==> config.mk <==
export PLATFORM = sky130hd
export DESIGN_NAME = audio_buffer_drop_controller
export DESIGN_NICKNAME = d
export VERILOG_FILES = /design/src/hdl/abdc_pkg.sv /design/src/hdl/abdc_div.sv /design/src/hdl/abdc_regs.sv /design/src/hdl/abdc_ctrl.sv /design/src/hdl/audio_buffer_drop_controller.sv
export SDC_FILE = /design/constraint.sdc
export NUM_CORES = 1
export LEC_CHECK = 0
export BUFFER_PORTS_ARGS = -buffer_cell sky130_fd_sc_hd__buf_2
export CORE_ASPECT_RATIO = 2
export CORE_MARGIN = 3
export CORE_UTILIZATION = 48
export DETAILED_ROUTE_END_ITERATION = 12
export PLACE_DENSITY_LB_ADDON = 0.2
export SLEW_MARGIN = 10
export SYNTH_ARGS = -nofsm -noshare
export SYNTH_HDL_FRONTEND = slang
export SYNTH_SLANG_ARGS = --single-unit
==> constraint.sdc <==
create_clock -name clk -period 6.7 [get_ports clk]
set_input_delay 0.67 -clock clk [delete_from_list [all_inputs] [get_ports clk]]
set_output_delay 0.67 -clock clk [all_outputs]
set_load 0.02 [all_outputs]
==> src/hdl/abdc_pkg.sv <==
package abdc_pkg;

  // field widths
  localparam int unsigned NOW_W     = 32;
  localparam int unsigned BYTES_W   = 24;
  localparam int unsigned DROP_W    = 24;
  localparam int unsigned MAX_W     = 16;
  localparam int unsigned GRAN_W    = 16;
  localparam int unsigned IVL_W     = 16;
  localparam int unsigned RATE_W    = 18;
  localparam int unsigned CHAN_W    = 4;
  localparam int unsigned FILL_W    = 32;

  // bytes to ms scale factor
  localparam int unsigned SCALE     = 1000;

  // shared divider: 34-bit dividend (24-bit bytes times 1000), 18-bit divisor
  localparam int unsigned DIV_W     = 34;
  localparam int unsigned DVS_W     = 18;
  localparam int unsigned DIV_CNT_W = $clog2(DIV_W + 1);

  // APB register port
  localparam int unsigned ADDR_W    = 5;
  localparam int unsigned DATA_W    = 32;
  localparam int unsigned IDX_W     = ADDR_W - 2;

  localparam logic [IDX_W-1:0] REG_MAX_FILL    = IDX_W'(0);
  localparam logic [IDX_W-1:0] REG_GRANULARITY = IDX_W'(1);
  localparam logic [IDX_W-1:0] REG_INTERVAL    = IDX_W'(2);
  localparam logic [IDX_W-1:0] REG_SAMPLE_RATE = IDX_W'(3);
  localparam logic [IDX_W-1:0] REG_CHANNELS    = IDX_W'(4);

  localparam logic [MAX_W-1:0]  MAX_FILL_RST    = MAX_W'(100);
  localparam logic [GRAN_W-1:0] GRANULARITY_RST = '0;
  localparam logic [IVL_W-1:0]  INTERVAL_RST    = IVL_W'(5000);
  localparam logic [RATE_W-1:0] SAMPLE_RATE_RST = RATE_W'(8000);
  localparam logic [CHAN_W-1:0] CHANNELS_RST    = CHAN_W'(1);

  typedef struct packed {
    logic [NOW_W-1:0]   now_ms;
    logic [BYTES_W-1:0] fill_bytes;
  } item_t;

  typedef struct packed {
    logic              drop_request;
    logic [DROP_W-1:0] drop_ms;
    logic              interval_closed;
  } result_t;

  typedef struct packed {
    logic [MAX_W-1:0]  max_fill_ms;
    logic [GRAN_W-1:0] gran_ms;
    logic [IVL_W-1:0]  interval_ms;
    logic [RATE_W-1:0] sample_rate;
    logic [CHAN_W-1:0] channel_count;
  } cfg_t;

  typedef struct packed {
    logic             start;
    logic [DIV_W-1:0] dividend;
    logic [DVS_W-1:0] divisor;
  } div_req_t;

  typedef struct packed {
    logic             done;
    logic [DIV_W-1:0] quotient;
  } div_rsp_t;

endpackage

==> src/hdl/abdc_div.sv <==
module abdc_div (
  input  logic              clk,
  input  logic              rst,
  input  abdc_pkg::div_req_t req,
  output abdc_pkg::div_rsp_t rsp
);
  import abdc_pkg::*;

  // restoring divider, one quotient bit per cycle, MSB first
  logic [DIV_W-1:0]     quot;
  logic [DVS_W-1:0]     rem;
  logic [DVS_W-1:0]     dvs;
  logic [DIV_CNT_W-1:0] cnt;
  logic                 done;

  logic [DVS_W:0]       trial;
  logic                 fits;
  logic [DVS_W:0]       trial_sub;

  assign trial     = {rem, quot[DIV_W-1]};
  assign fits      = trial >= {1'b0, dvs};
  // zero divisor: every bit fits, quotient ends all ones
  assign trial_sub = trial - {1'b0, dvs};

  always_ff @(posedge clk) begin
    if (rst) begin
      cnt  <= '0;
      done <= 1'b0;
    end else if (req.start) begin
      cnt  <= DIV_CNT_W'(DIV_W);
      done <= 1'b0;
    end else if (cnt != '0) begin
      cnt  <= cnt - 1'b1;
      done <= (cnt == DIV_CNT_W'(1));
    end else begin
      done <= 1'b0;
    end
  end

  always_ff @(posedge clk) begin
    if (req.start) begin
      quot <= req.dividend;
      rem  <= '0;
      dvs  <= req.divisor;
    end else if (cnt != '0) begin
      quot <= {quot[DIV_W-2:0], fits};
      rem  <= fits ? trial_sub[DVS_W-1:0] : trial[DVS_W-1:0];
    end
  end

  assign rsp.done     = done;
  assign rsp.quotient = quot;

endmodule

==> src/hdl/abdc_regs.sv <==
module abdc_regs (
  input  logic                          clk,
  input  logic                          rst,
  input  logic                          psel,
  input  logic                          penable,
  input  logic                          pwrite,
  input  logic [abdc_pkg::ADDR_W-1:0]   paddr,
  input  logic [abdc_pkg::DATA_W-1:0]   pwdata,
  output logic [abdc_pkg::DATA_W-1:0]   prdata,
  output logic                          pready,
  output abdc_pkg::cfg_t                cfg
);
  import abdc_pkg::*;

  logic [IDX_W-1:0] idx;
  logic             wr;

  assign idx    = paddr[ADDR_W-1:2];
  assign wr     = psel && penable && pwrite;
  assign pready = 1'b1;

  always_ff @(posedge clk) begin
    if (rst) begin
      cfg.max_fill_ms    <= MAX_FILL_RST;
      cfg.gran_ms        <= GRANULARITY_RST;
      cfg.interval_ms    <= INTERVAL_RST;
      cfg.sample_rate    <= SAMPLE_RATE_RST;
      cfg.channel_count  <= CHANNELS_RST;
    end else if (wr) begin
      case (idx)
        REG_MAX_FILL:    cfg.max_fill_ms    <= pwdata[MAX_W-1:0];
        REG_GRANULARITY: cfg.gran_ms        <= pwdata[GRAN_W-1:0];
        REG_INTERVAL:    cfg.interval_ms    <= pwdata[IVL_W-1:0];
        REG_SAMPLE_RATE: cfg.sample_rate    <= pwdata[RATE_W-1:0];
        REG_CHANNELS:    cfg.channel_count  <= pwdata[CHAN_W-1:0];
        default: ;
      endcase
    end
  end

  always_comb begin
    case (idx)
      REG_MAX_FILL:    prdata = DATA_W'(cfg.max_fill_ms);
      REG_GRANULARITY: prdata = DATA_W'(cfg.gran_ms);
      REG_INTERVAL:    prdata = DATA_W'(cfg.interval_ms);
      REG_SAMPLE_RATE: prdata = DATA_W'(cfg.sample_rate);
      REG_CHANNELS:    prdata = DATA_W'(cfg.channel_count);
      default:         prdata = '0;
    endcase
  end

endmodule

==> src/hdl/abdc_ctrl.sv <==
module abdc_ctrl (
  input  logic                clk,
  input  logic                rst,
  input  abdc_pkg::cfg_t      cfg,
  input  logic                item_valid,
  output logic                item_stall,
  input  abdc_pkg::item_t     item,
  output logic                result_valid,
  input  logic                result_stall,
  output abdc_pkg::result_t   result,
  output abdc_pkg::div_req_t  div_req,
  input  abdc_pkg::div_rsp_t  div_rsp
);
  import abdc_pkg::*;

  typedef enum logic [6:0] {
    S_IDLE = 7'b0000001,
    S_MUL  = 7'b0000010,
    S_DIV1 = 7'b0000100,
    S_DIV2 = 7'b0001000,
    S_MIN  = 7'b0010000,
    S_DIFF = 7'b0100000,
    S_OUT  = 7'b1000000
  } state_t;

  state_t state, state_next;

  // interval state
  logic [NOW_W-1:0]   start_ms;
  logic [FILL_W-1:0]  min_fill;

  // per-word working registers
  logic [NOW_W-1:0]   now_r;
  logic [BYTES_W-1:0] bytes_r;
  logic               closed_r;
  logic [FILL_W-1:0]  fill_r;
  logic [FILL_W-1:0]  diff_r;
  logic               cand_r;

  logic               take_in;
  logic               out_free;
  logic [NOW_W-1:0]   elapsed;
  logic [FILL_W-1:0]  max32;
  logic [FILL_W-1:0]  max4;
  logic [FILL_W-1:0]  tol;
  logic [FILL_W-1:0]  drop_raw;
  logic               request;
  logic [DROP_W-1:0]  drop_sat;

  assign item_stall = (state != S_IDLE);
  assign take_in    = item_valid && !item_stall;
  assign out_free   = !result_valid || !result_stall;

  assign elapsed  = item.now_ms - start_ms;
  assign max32    = FILL_W'(cfg.max_fill_ms);
  assign max4     = FILL_W'({cfg.max_fill_ms, 2'b00});
  assign tol      = FILL_W'(cfg.gran_ms >> 1);
  assign request  = cand_r && (diff_r > tol);
  assign drop_raw = diff_r - tol;
  assign drop_sat = (drop_raw[FILL_W-1:DROP_W] != '0) ? '1 : drop_raw[DROP_W-1:0];

  // divider requests: scaled bytes by rate, then that quotient by channels
  always_comb begin
    div_req = '0;
    case (state)
      S_MUL: begin
        div_req.start    = 1'b1;
        div_req.dividend = DIV_W'(bytes_r) * DIV_W'(SCALE);
        div_req.divisor  = cfg.sample_rate;
      end
      S_DIV1: begin
        div_req.start    = div_rsp.done;
        div_req.dividend = DIV_W'(div_rsp.quotient[FILL_W-1:0]);
        div_req.divisor  = DVS_W'(cfg.channel_count);
      end
      default: ;
    endcase
  end

  always_comb begin
    state_next = state;
    case (state)
      S_IDLE:  if (take_in) state_next = S_MUL;
      S_MUL:   state_next = S_DIV1;
      S_DIV1:  if (div_rsp.done) state_next = S_DIV2;
      S_DIV2:  if (div_rsp.done) state_next = S_MIN;
      S_MIN:   state_next = S_DIFF;
      S_DIFF:  state_next = S_OUT;
      S_OUT:   if (out_free) state_next = S_IDLE;
      default: state_next = S_IDLE;
    endcase
  end

  always_ff @(posedge clk) begin
    if (rst) begin
      state        <= S_IDLE;
      start_ms     <= '0;
      min_fill     <= '1;
      result_valid <= 1'b0;
    end else begin
      state <= state_next;
      if (take_in && start_ms == '0) begin
        start_ms <= item.now_ms;
      end
      if (state == S_MIN && (fill_r < min_fill || min_fill == '1)) begin
        min_fill <= fill_r;
      end
      if (state == S_DIFF && closed_r) begin
        start_ms <= now_r;
        min_fill <= '1;
      end
      if (state == S_OUT && out_free) begin
        result_valid <= 1'b1;
      end else if (!result_stall) begin
        result_valid <= 1'b0;
      end
    end
  end

  always_ff @(posedge clk) begin
    if (take_in) begin
      now_r    <= item.now_ms;
      bytes_r  <= item.fill_bytes;
      closed_r <= elapsed >= NOW_W'(cfg.interval_ms);
    end
    if (state == S_DIV2 && div_rsp.done) begin
      fill_r <= div_rsp.quotient[FILL_W-1:0];
    end
    if (state == S_DIFF) begin
      if (closed_r && min_fill != '1 && min_fill > max32) begin
        cand_r <= 1'b1;
        diff_r <= min_fill - max32;
      end else if (closed_r && fill_r > max4) begin
        cand_r <= 1'b1;
        diff_r <= (fill_r - max32) >> 1;
      end else begin
        cand_r <= 1'b0;
        diff_r <= '0;
      end
    end
    if (state == S_OUT && out_free) begin
      result.drop_request    <= request;
      result.drop_ms         <= request ? drop_sat : '0;
      result.interval_closed <= closed_r;
    end
  end

endmodule

==> src/hdl/audio_buffer_drop_controller.sv <==
// Audio buffer drop controller.
//
// Item channel (item_valid / item_stall / item): one word per buffer put,
// carrying the current time in ms and the bytes held after the put.
// Result channel (result_valid / result_stall / result): one word per put,
// with the drop request, the ms to drop and whether an interval closed.
// Registers sit on an APB-style port at byte addresses 0, 4, 8, 12, 16;
// pready is tied high, writes land on the access cycle.
//
// A word is worked on through the states S_MUL, S_DIV1, S_DIV2, S_MIN,
// S_DIFF and S_OUT, and the next word is not taken before S_OUT is left;
// the shared divider divides the scaled bytes by sample rate and then
// divides that quotient by channel count.
// item_stall is high while a word is being worked on. The result sits in an
// output register, so the next word is accepted while a result waits; a
// stalled receiver only holds the block once a second result is ready.
// Reset clears the registers to their defaults, the interval start to zero
// and the minimum fill to all ones (no sample yet).
module audio_buffer_drop_controller (
  input  logic                        clk,
  input  logic                        rst,
  input  logic                        item_valid,
  output logic                        item_stall,
  input  abdc_pkg::item_t             item,
  output logic                        result_valid,
  input  logic                        result_stall,
  output abdc_pkg::result_t           result,
  input  logic                        psel,
  input  logic                        penable,
  input  logic                        pwrite,
  input  logic [abdc_pkg::ADDR_W-1:0] paddr,
  input  logic [abdc_pkg::DATA_W-1:0] pwdata,
  output logic [abdc_pkg::DATA_W-1:0] prdata,
  output logic                        pready
);
  import abdc_pkg::*;

  cfg_t     cfg;
  div_req_t div_req;
  div_rsp_t div_rsp;

  // configuration registers
  abdc_regs u_regs (
    .clk     (clk),
    .rst     (rst),
    .psel    (psel),
    .penable (penable),
    .pwrite  (pwrite),
    .paddr   (paddr),
    .pwdata  (pwdata),
    .prdata  (prdata),
    .pready  (pready),
    .cfg     (cfg)
  );

  // sequencer, interval tracking and drop decision
  abdc_ctrl u_ctrl (
    .clk          (clk),
    .rst          (rst),
    .cfg          (cfg),
    .item_valid   (item_valid),
    .item_stall   (item_stall),
    .item         (item),
    .result_valid (result_valid),
    .result_stall (result_stall),
    .result       (result),
    .div_req      (div_req),
    .div_rsp      (div_rsp)
  );

  // one shared serial divider for both divisions
  abdc_div u_div (
    .clk (clk),
    .rst (rst),
    .req (div_req),
    .rsp (div_rsp)
  );

endmodule

==> key figures, run 1 <==
Worst setup path
  – Largest delay contributor family on the critical path: adder cells
  – Most frequent CP cell: fa_1
  – Critical Path Slowest Stage Cell: fa_1
  – Worst Path Arrival: 5.65 ns
  – Critical path endpoint category: flip-flop
  – WP buf/inv: 2
  – CP Launch Type: flip-flop
  – WS Path Type: reg2reg
  – CP cell instances: fa_1, fa_1, inv_1, fa_1, fa_1, inv_1, ha_1, o21ai_0, a21oi_1, o41ai_1, a211oi_1, o22ai_1, o21ai_0, a31oi_1, xor2_1, o21ai_1
  – Max FO, Critical Path: 5
  – Worst Path Required: 6.96 ns
  – Worst R2R Setup Slack: 1.31 ns
  – Largest stage delay on the critical path: 0.58 ns

Layout
  – Layout area overhead: 10.06%
  – Sequential Area: 9349 um^2
  – Commonest non-fill, non-tap cell in the layout: nand2_1
  – Fill cells: 4841
  – Most frequent cells in the layout: 284 x nand2_1, 281 x inv_1, 228 x ha_1
  – Layout cells sized above 1: 0.1055
  – Ant. Diodes: 0
  – Final nets: 3281
  – Area occupied by multi-input gates: 15090 um^2

Clock network
  – Total CTS buffers: 38
  – Max Buffers Root-to-Sink: 3
  – Worst-path clk slew: 0.07 ns
  – Hold_buf cts: 0
  – CTS tree: built
  – Root Driver: clkbuf_16
  – Clock Latency Late Sink: 0.57 ns
  – Sink Count: 367
  – Setup repair bufs after CTS: 0
  – Post-CTS sizing: 0
  – H-Tree Depth: 2

GRT
  – GRT Resource Usage Total: 0.2464
  – First-pass GRT wire length: 111100 um
  – Initial antenna violation count: 0
  – Vias in the first global route: 21080
  – Total gr overflow: 0
  – Pin count of the biggest net entering global routing: 81

Drt
  – Post-route DRC violation count: 0
  – Pre-antenna DRT Iters: 5
  – Post-route ant nets: 0
  – WL final: 71040 um
  – Drt first-iter violations: 1094
  – DR WL/cell: 19.97 um
  – Via count: 20810
  – Vias per cell: 5.850

Synthesis
  – Yosys reg bits: 367
  – Mean Syn Cell Area: 9.338 um^2
  – EDFF count, synth: 200
  – Synth area leader: edfxtp_1
  – Cell Area, Synth: 25870 um^2
  – Sequential fraction of the synthesis area: 0.3614
  – Yosys top cell area share: 0.2322
  – Top area cells in the synthesized netlist: edfxtp_1 23%, dfxtp_1 13%, ha_1 11%, fa_1 7.0%, a21oi_1 4.3%
  – Fraction of registers with async set/reset: 0
  – Synth warnings: 0
  – Main synth FF type: edfxtp_1
  – Netlist cell types: 93
  – Syn Inst Count: 2770

STA
  – Achievable Freq: 185.5 MHz
  – Final Critical Period: 5.391 ns
  – Unrepaired setup endpoints after global routing: no
  – Total negative slack: 0 ns
  – Clock skew: 0.02929 ns
  – # setup viols final: 0
  – Final Hold Fails: 0
  – Slew margin rel.: 0.2311
  – Final period util: 0.8047
  – Worst Max-Slew Pin Slew: 1.149 ns
  – Slew Limit Fails: 0

Min path
  – Hold Path Class: in2reg

Flow run
  – Maxcap violations: 0

Die
  – FP Rows: 119
  – Core Region: 53010 um^2
  – Die Height: 334.3 um
  – Initial core utilization: 0.4880
  – Die Span X: 170.1 um
  – DIE AREA: 56880 um^2
  – # IOs: 161

Placement
  – Final GP Congestion: 0.9603
  – Port bufs: 129
  – Post-DP HPWL: 57350 um

Power and ir drop
  – Cell Pwr Density: 362.5 nW/um^2
  – IR drop worst, VDD: 0.2768 mV
  – Cell leakage power: 11.75 nW
  – Design Power: 10.32 mW

Run status
  – Status: finished, final reports clean
[layer usage]
layer  share of wire  vias to the layer above  track usage  wire length (um)
met2            0.54                      586       0.4667             38130
met5               0                        -            0                 0
met4           0.084                        0       0.1740              5968
met1            0.35                     9938       0.2454             24520
met3           0.034                      248      0.02448              2420
li1                -                    10040            -                 -
[stage by stage]
stage | worst slack [ns] | util | std cells | hold WS [ns] | area (um^2)
finish | 1.309 | 0.5371 | 3557 | 0.2969 | 28470
global route | 0.8020 | 0.5371 | 3557 | 0.2785 | 28470
CTS | 1.296 | 0.5371 | 3557 | 0.2655 | 28470
detailed placement | 1.325 | 0.5116 | 3487 | 0.4437 | 27120
global placement | 1.282 | 0.5116 | 3487 | 0.4280 | 27120
floorplan | 1.830 | - | 2783 | 0.4174 | 25910
[power breakdown]
group	total (mW)	switching (mW)	internal, mW	leakage (nW)
clock	2.31	0.984	1.33	0.658
combinational	5.00	2.91	2.09	7.89
sequential	3.01	0.221	2.78	3.20
[state kept, by name (all words and copies together), names as in the netlist]
register / flops
u_div.dvs: 18
u_ctrl.result_valid: 1
u_regs.cfg: 70
u_ctrl.result: 26
u_ctrl.cand_r: 1
u_ctrl.diff_r: 32
u_div.done: 1
u_ctrl.closed_r: 1
u_ctrl.fill_r: 32
u_ctrl.now_r: 32
u_ctrl.start_ms: 32
u_div.cnt: 6
u_ctrl.bytes_r: 24
u_div.quot: 34
u_div.rem: 18
u_ctrl.state: 7
u_ctrl.min_fill: 32
[cells in the mapped netlist, drive strengths merged, types with 28 or more instances]
cell	number
nand2	285
ha	228
nand3	48
xor2	65
clkbuf	80
nor2	179
dfxtp	167
a21o	60
nor2b	35
buf	29
o21ai	128
inv	283
a21oi	242
nor3	50
fa	91
nand4	36
xnor2	68
edfxtp	200
a211oi	49
nor4	28
o211ai	55
[cell type report]
type / instances / share of cell area
Clock inverter: 29 / 0.01288
Multi-Input combinational cell: 2024 / 0.5299
Clock buffer: 41 / 0.03450
Tap cell: 665 / 0.02923
Sequential cell: 367 / 0.3284
Inverter: 283 / 0.03731
Timing Repair Buffer: 148 / 0.02778
[logic make-up after synthesis]
family,after synthesis,synth area share
flops,367,0.3614
fa+ha+maj,319,0.1807
buf+inv,392,0.06022
other cells,2,0.0002903
simple gates,796,0.1492
mux,28,0.01678
xor+xnor,133,0.04503
compound gates,733,0.1863
[path summary, 6_finish.rpt]
kind | start | end | depth (start not counted)
min reg2reg | u_div.quot[0] | u_ctrl.fill_r[0] | 0
min | item[16] | u_ctrl.bytes_r[16] | 1
max reg2reg | u_ctrl.bytes_r[0] | u_div.quot[32] | 16
max | u_ctrl.bytes_r[0] | u_div.quot[32] | 16
Note: power is estimated with default switching activity, not from simulation.
==> run 2, diff against run 1 <==
==> constraint.sdc (replaced) <==
create_clock -name clk -period 4.7 [get_ports clk]
set_input_delay 0.47 -clock clk [delete_from_list [all_inputs] [get_ports clk]]
set_output_delay 0.47 -clock clk [all_outputs]
set_load 0.02 [all_outputs]
==> key figures, run 2 (synthesized netlist as in run 1, its figures left out) <==
STA
  – Slew Limit Fails: 0
  – Worst Max-Slew Pin Slew: 0.9613 ns
  – # setup viols final: 2
  – Final Hold Fails: 0
  – Final period util: 1.010
  – Achievable Freq: 210.7 MHz
  – Slew margin rel.: 0.3532
  – Fin worst setup slack: -0.04515 ns
  – Clock skew: 0.04060 ns
  – Unrepaired setup endpoints after global routing: yes
  – Final Critical Period: 4.745 ns

Clock network
  – Sink Count: 367
  – CTS tree: built
  – Max Buffers Root-to-Sink: 3
  – Worst-path clk slew: 0.07 ns
  – Clock Latency Late Sink: 0.58 ns
  – Root Driver: clkbuf_16
  – Total CTS buffers: 36
  – H-Tree Depth: 2

Min path
  – Hold EP: u_ctrl.bytes_r[22]
  – Min-Delay Path Depth: 1
  – Hold Path Class: in2reg
  – Worst hold start: item[22]

Placement
  – Final GP Congestion: 0.9489
  – Post-DP HPWL: 58040 um
  – Port bufs: 129

Worst setup path
  – WP buf/inv: 3
  – Worst R2R Setup Slack: -0.05 ns
  – Largest delay contributor family on the critical path: adder cells
  – FF-to-FF Start: u_ctrl.bytes_r[5]
  – R2R depth: 17
  – CP cell instances: inv_2, buf_6, fa_1, fa_1, fa_1, fa_1, inv_2, ha_4, a21o_1, a21oi_2, a21bo_2, a21oi_4, o211ai_1, a21oi_2, o21ai_1, xnor2_1, a22o_1
  – CP Launch Type: flip-flop
  – Worst Path Arrival: 5.06 ns
  – Critical path endpoint category: flip-flop
  – Worst R2R End: u_div.quot[29]
  – Max FO, Critical Path: 3
  – WS Path Type: reg2reg
  – Largest stage delay on the critical path: 0.53 ns
  – Worst Path Required: 5.02 ns
  – Critical Path Slowest Stage Cell: fa_1
  – Most frequent CP cell: fa_1

Layout
  – Commonest non-fill, non-tap cell in the layout: nand2_1
  – Fill cells: 4827
  – Final nets: 3371
  – Layout area overhead: 13.08%
  – Layout cells sized above 1: 0.1443
  – Largest regs: u_regs.cfg x70, u_div.quot x34
  – Ant. Diodes: 0
  – Most frequent cells in the layout: 284 x nand2_1, 269 x inv_1, 223 x ha_1
  – Most flop-heavy register: u_regs.cfg
  – Finished Core Util: 0.5518
  – Max reg flops: 70
  – Area occupied by multi-input gates: 15290 um^2
  – Sequential Area: 9349 um^2

Drt
  – Via count: 21210
  – Post-route ant nets: 0
  – Drt first-iter violations: 1120
  – WL final: 72390 um
  – Vias per cell: 5.818
  – DR WL/cell: 19.86 um
  – Pre-antenna DRT Iters: 6
  – Post-route DRC violation count: 0

Power and ir drop
  – Cell Pwr Density: 545.7 nW/um^2
  – IR drop worst, VDD: 0.4252 mV
  – Cell leakage power: 12.15 nW
  – Design Power: 15.96 mW

Die
  – DIE AREA: 56880 um^2
  – Die Height: 334.3 um
  – Core Region: 53010 um^2
  – FP Rows: 119
  – # IOs: 161
  – Initial core utilization: 0.4880
  – Die Span X: 170.1 um

GRT
  – Pin count of the biggest net entering global routing: 73
  – Total gr overflow: 0
  – Initial antenna violation count: 0
  – First-pass GRT wire length: 113000 um
  – GRT Resource Usage Total: 0.2510
  – Vias in the first global route: 21440

Run status
  – Failing checks: setup timing
  – Status: complete, but fails checks

Flow run
  – Maxcap violations: 0
-- run 2: cell types whose count changed in the layout (fill, tap and decap cells not counted), moves of 5 or more --
| cell | delta |
|---|---|
| inv_2 | +12 |
| a21oi_2 | +7 |
| o21ai_2 | +5 |
| ha_1 | -5 |
| o21ai_0 | -12 |
| o21ai_1 | +7 |
| inv_1 | -12 |
| clkbuf_1 | +5 |
| buf_4 | +88 |
| a21oi_1 | -8 |
-- run 2: worst max-delay path by stage --
stage	start	end	slack (ns)	cells past startpoint
6_report	u_ctrl.bytes_r[5]	u_div.quot[29]	-0.05	17
3_3_place_gp	u_ctrl.bytes_r[2]	u_div.quot[32]	-0.25	17
2_1_floorplan	u_ctrl.bytes_r[6]	u_div.quot[29]	0.04	16
4_1_cts	u_ctrl.bytes_r[5]	u_div.quot[29]	-0.1	17
5_1_grt	u_ctrl.bytes_r[5]	u_div.quot[29]	-0.23	17
3_5_place_dp	u_ctrl.bytes_r[2]	u_div.quot[32]	-0.32	17
-- run 2: through the flow --
| stage | worst slack, ns | std cells | TNS, ns | cell area, um^2 | hold slack (ns) |
|---|---|---|---|---|---|
| 6_report | -0.04515 | 3645 | -0.06273 | 29250 | 0.07922 |
| 5_1_grt | -0.2299 | 3645 | -1.770 | 29250 | 0.06496 |
| 4_1_cts | -0.09625 | 3643 | -0.2315 | 29160 | 0.04724 |
| 3_5_place_dp | -0.3161 | 3569 | -2.668 | 27760 | 0.4346 |
| 3_3_place_gp | -0.2459 | 3569 | -1.695 | 27760 | 0.4296 |
| 2_1_floorplan | 0.03804 | 2783 | 0 | 25930 | 0.4174 |
-- run 2: layout make-up --
type,count,share of cell area
sequential,367,0.3196
clock buffer,44,0.03251
timing repair buffer,240,0.05116
multi-input combinational,2024,0.5227
clock inverter,22,0.009282
inverter,283,0.03632
tap,665,0.02845
-- run 2: power by group --
| part | switching, mW | total [mW] | internal [mW] | leakage (nW) |
|---|---|---|---|---|
| sequential | 0.306 | 4.27 | 3.97 | 3.20 |
| combinational | 4.69 | 8.63 | 3.94 | 8.35 |
| clock | 1.36 | 3.06 | 1.70 | 0.604 |
-- run 2: repair_timing --
item	CTS	global route
setup buffers	8	2
pin swaps	32	31
endpoints found under the hold margin	0	0
hold buffers	0	0
setup endpoints to repair	14	16
gates resized for setup	32	23
-- run 2: layer usage --
| metal | share of wire | track usage | vias up |
|---|---|---|---|
| li1 | - | - | 10210 |
| met1 | 0.34 | 0.2506 | 10080 |
| met2 | 0.54 | 0.4817 | 662 |
| met3 | 0.034 | 0.02200 | 252 |
| met4 | 0.079 | 0.1669 | 0 |
| met5 | 0 | 0 | - |
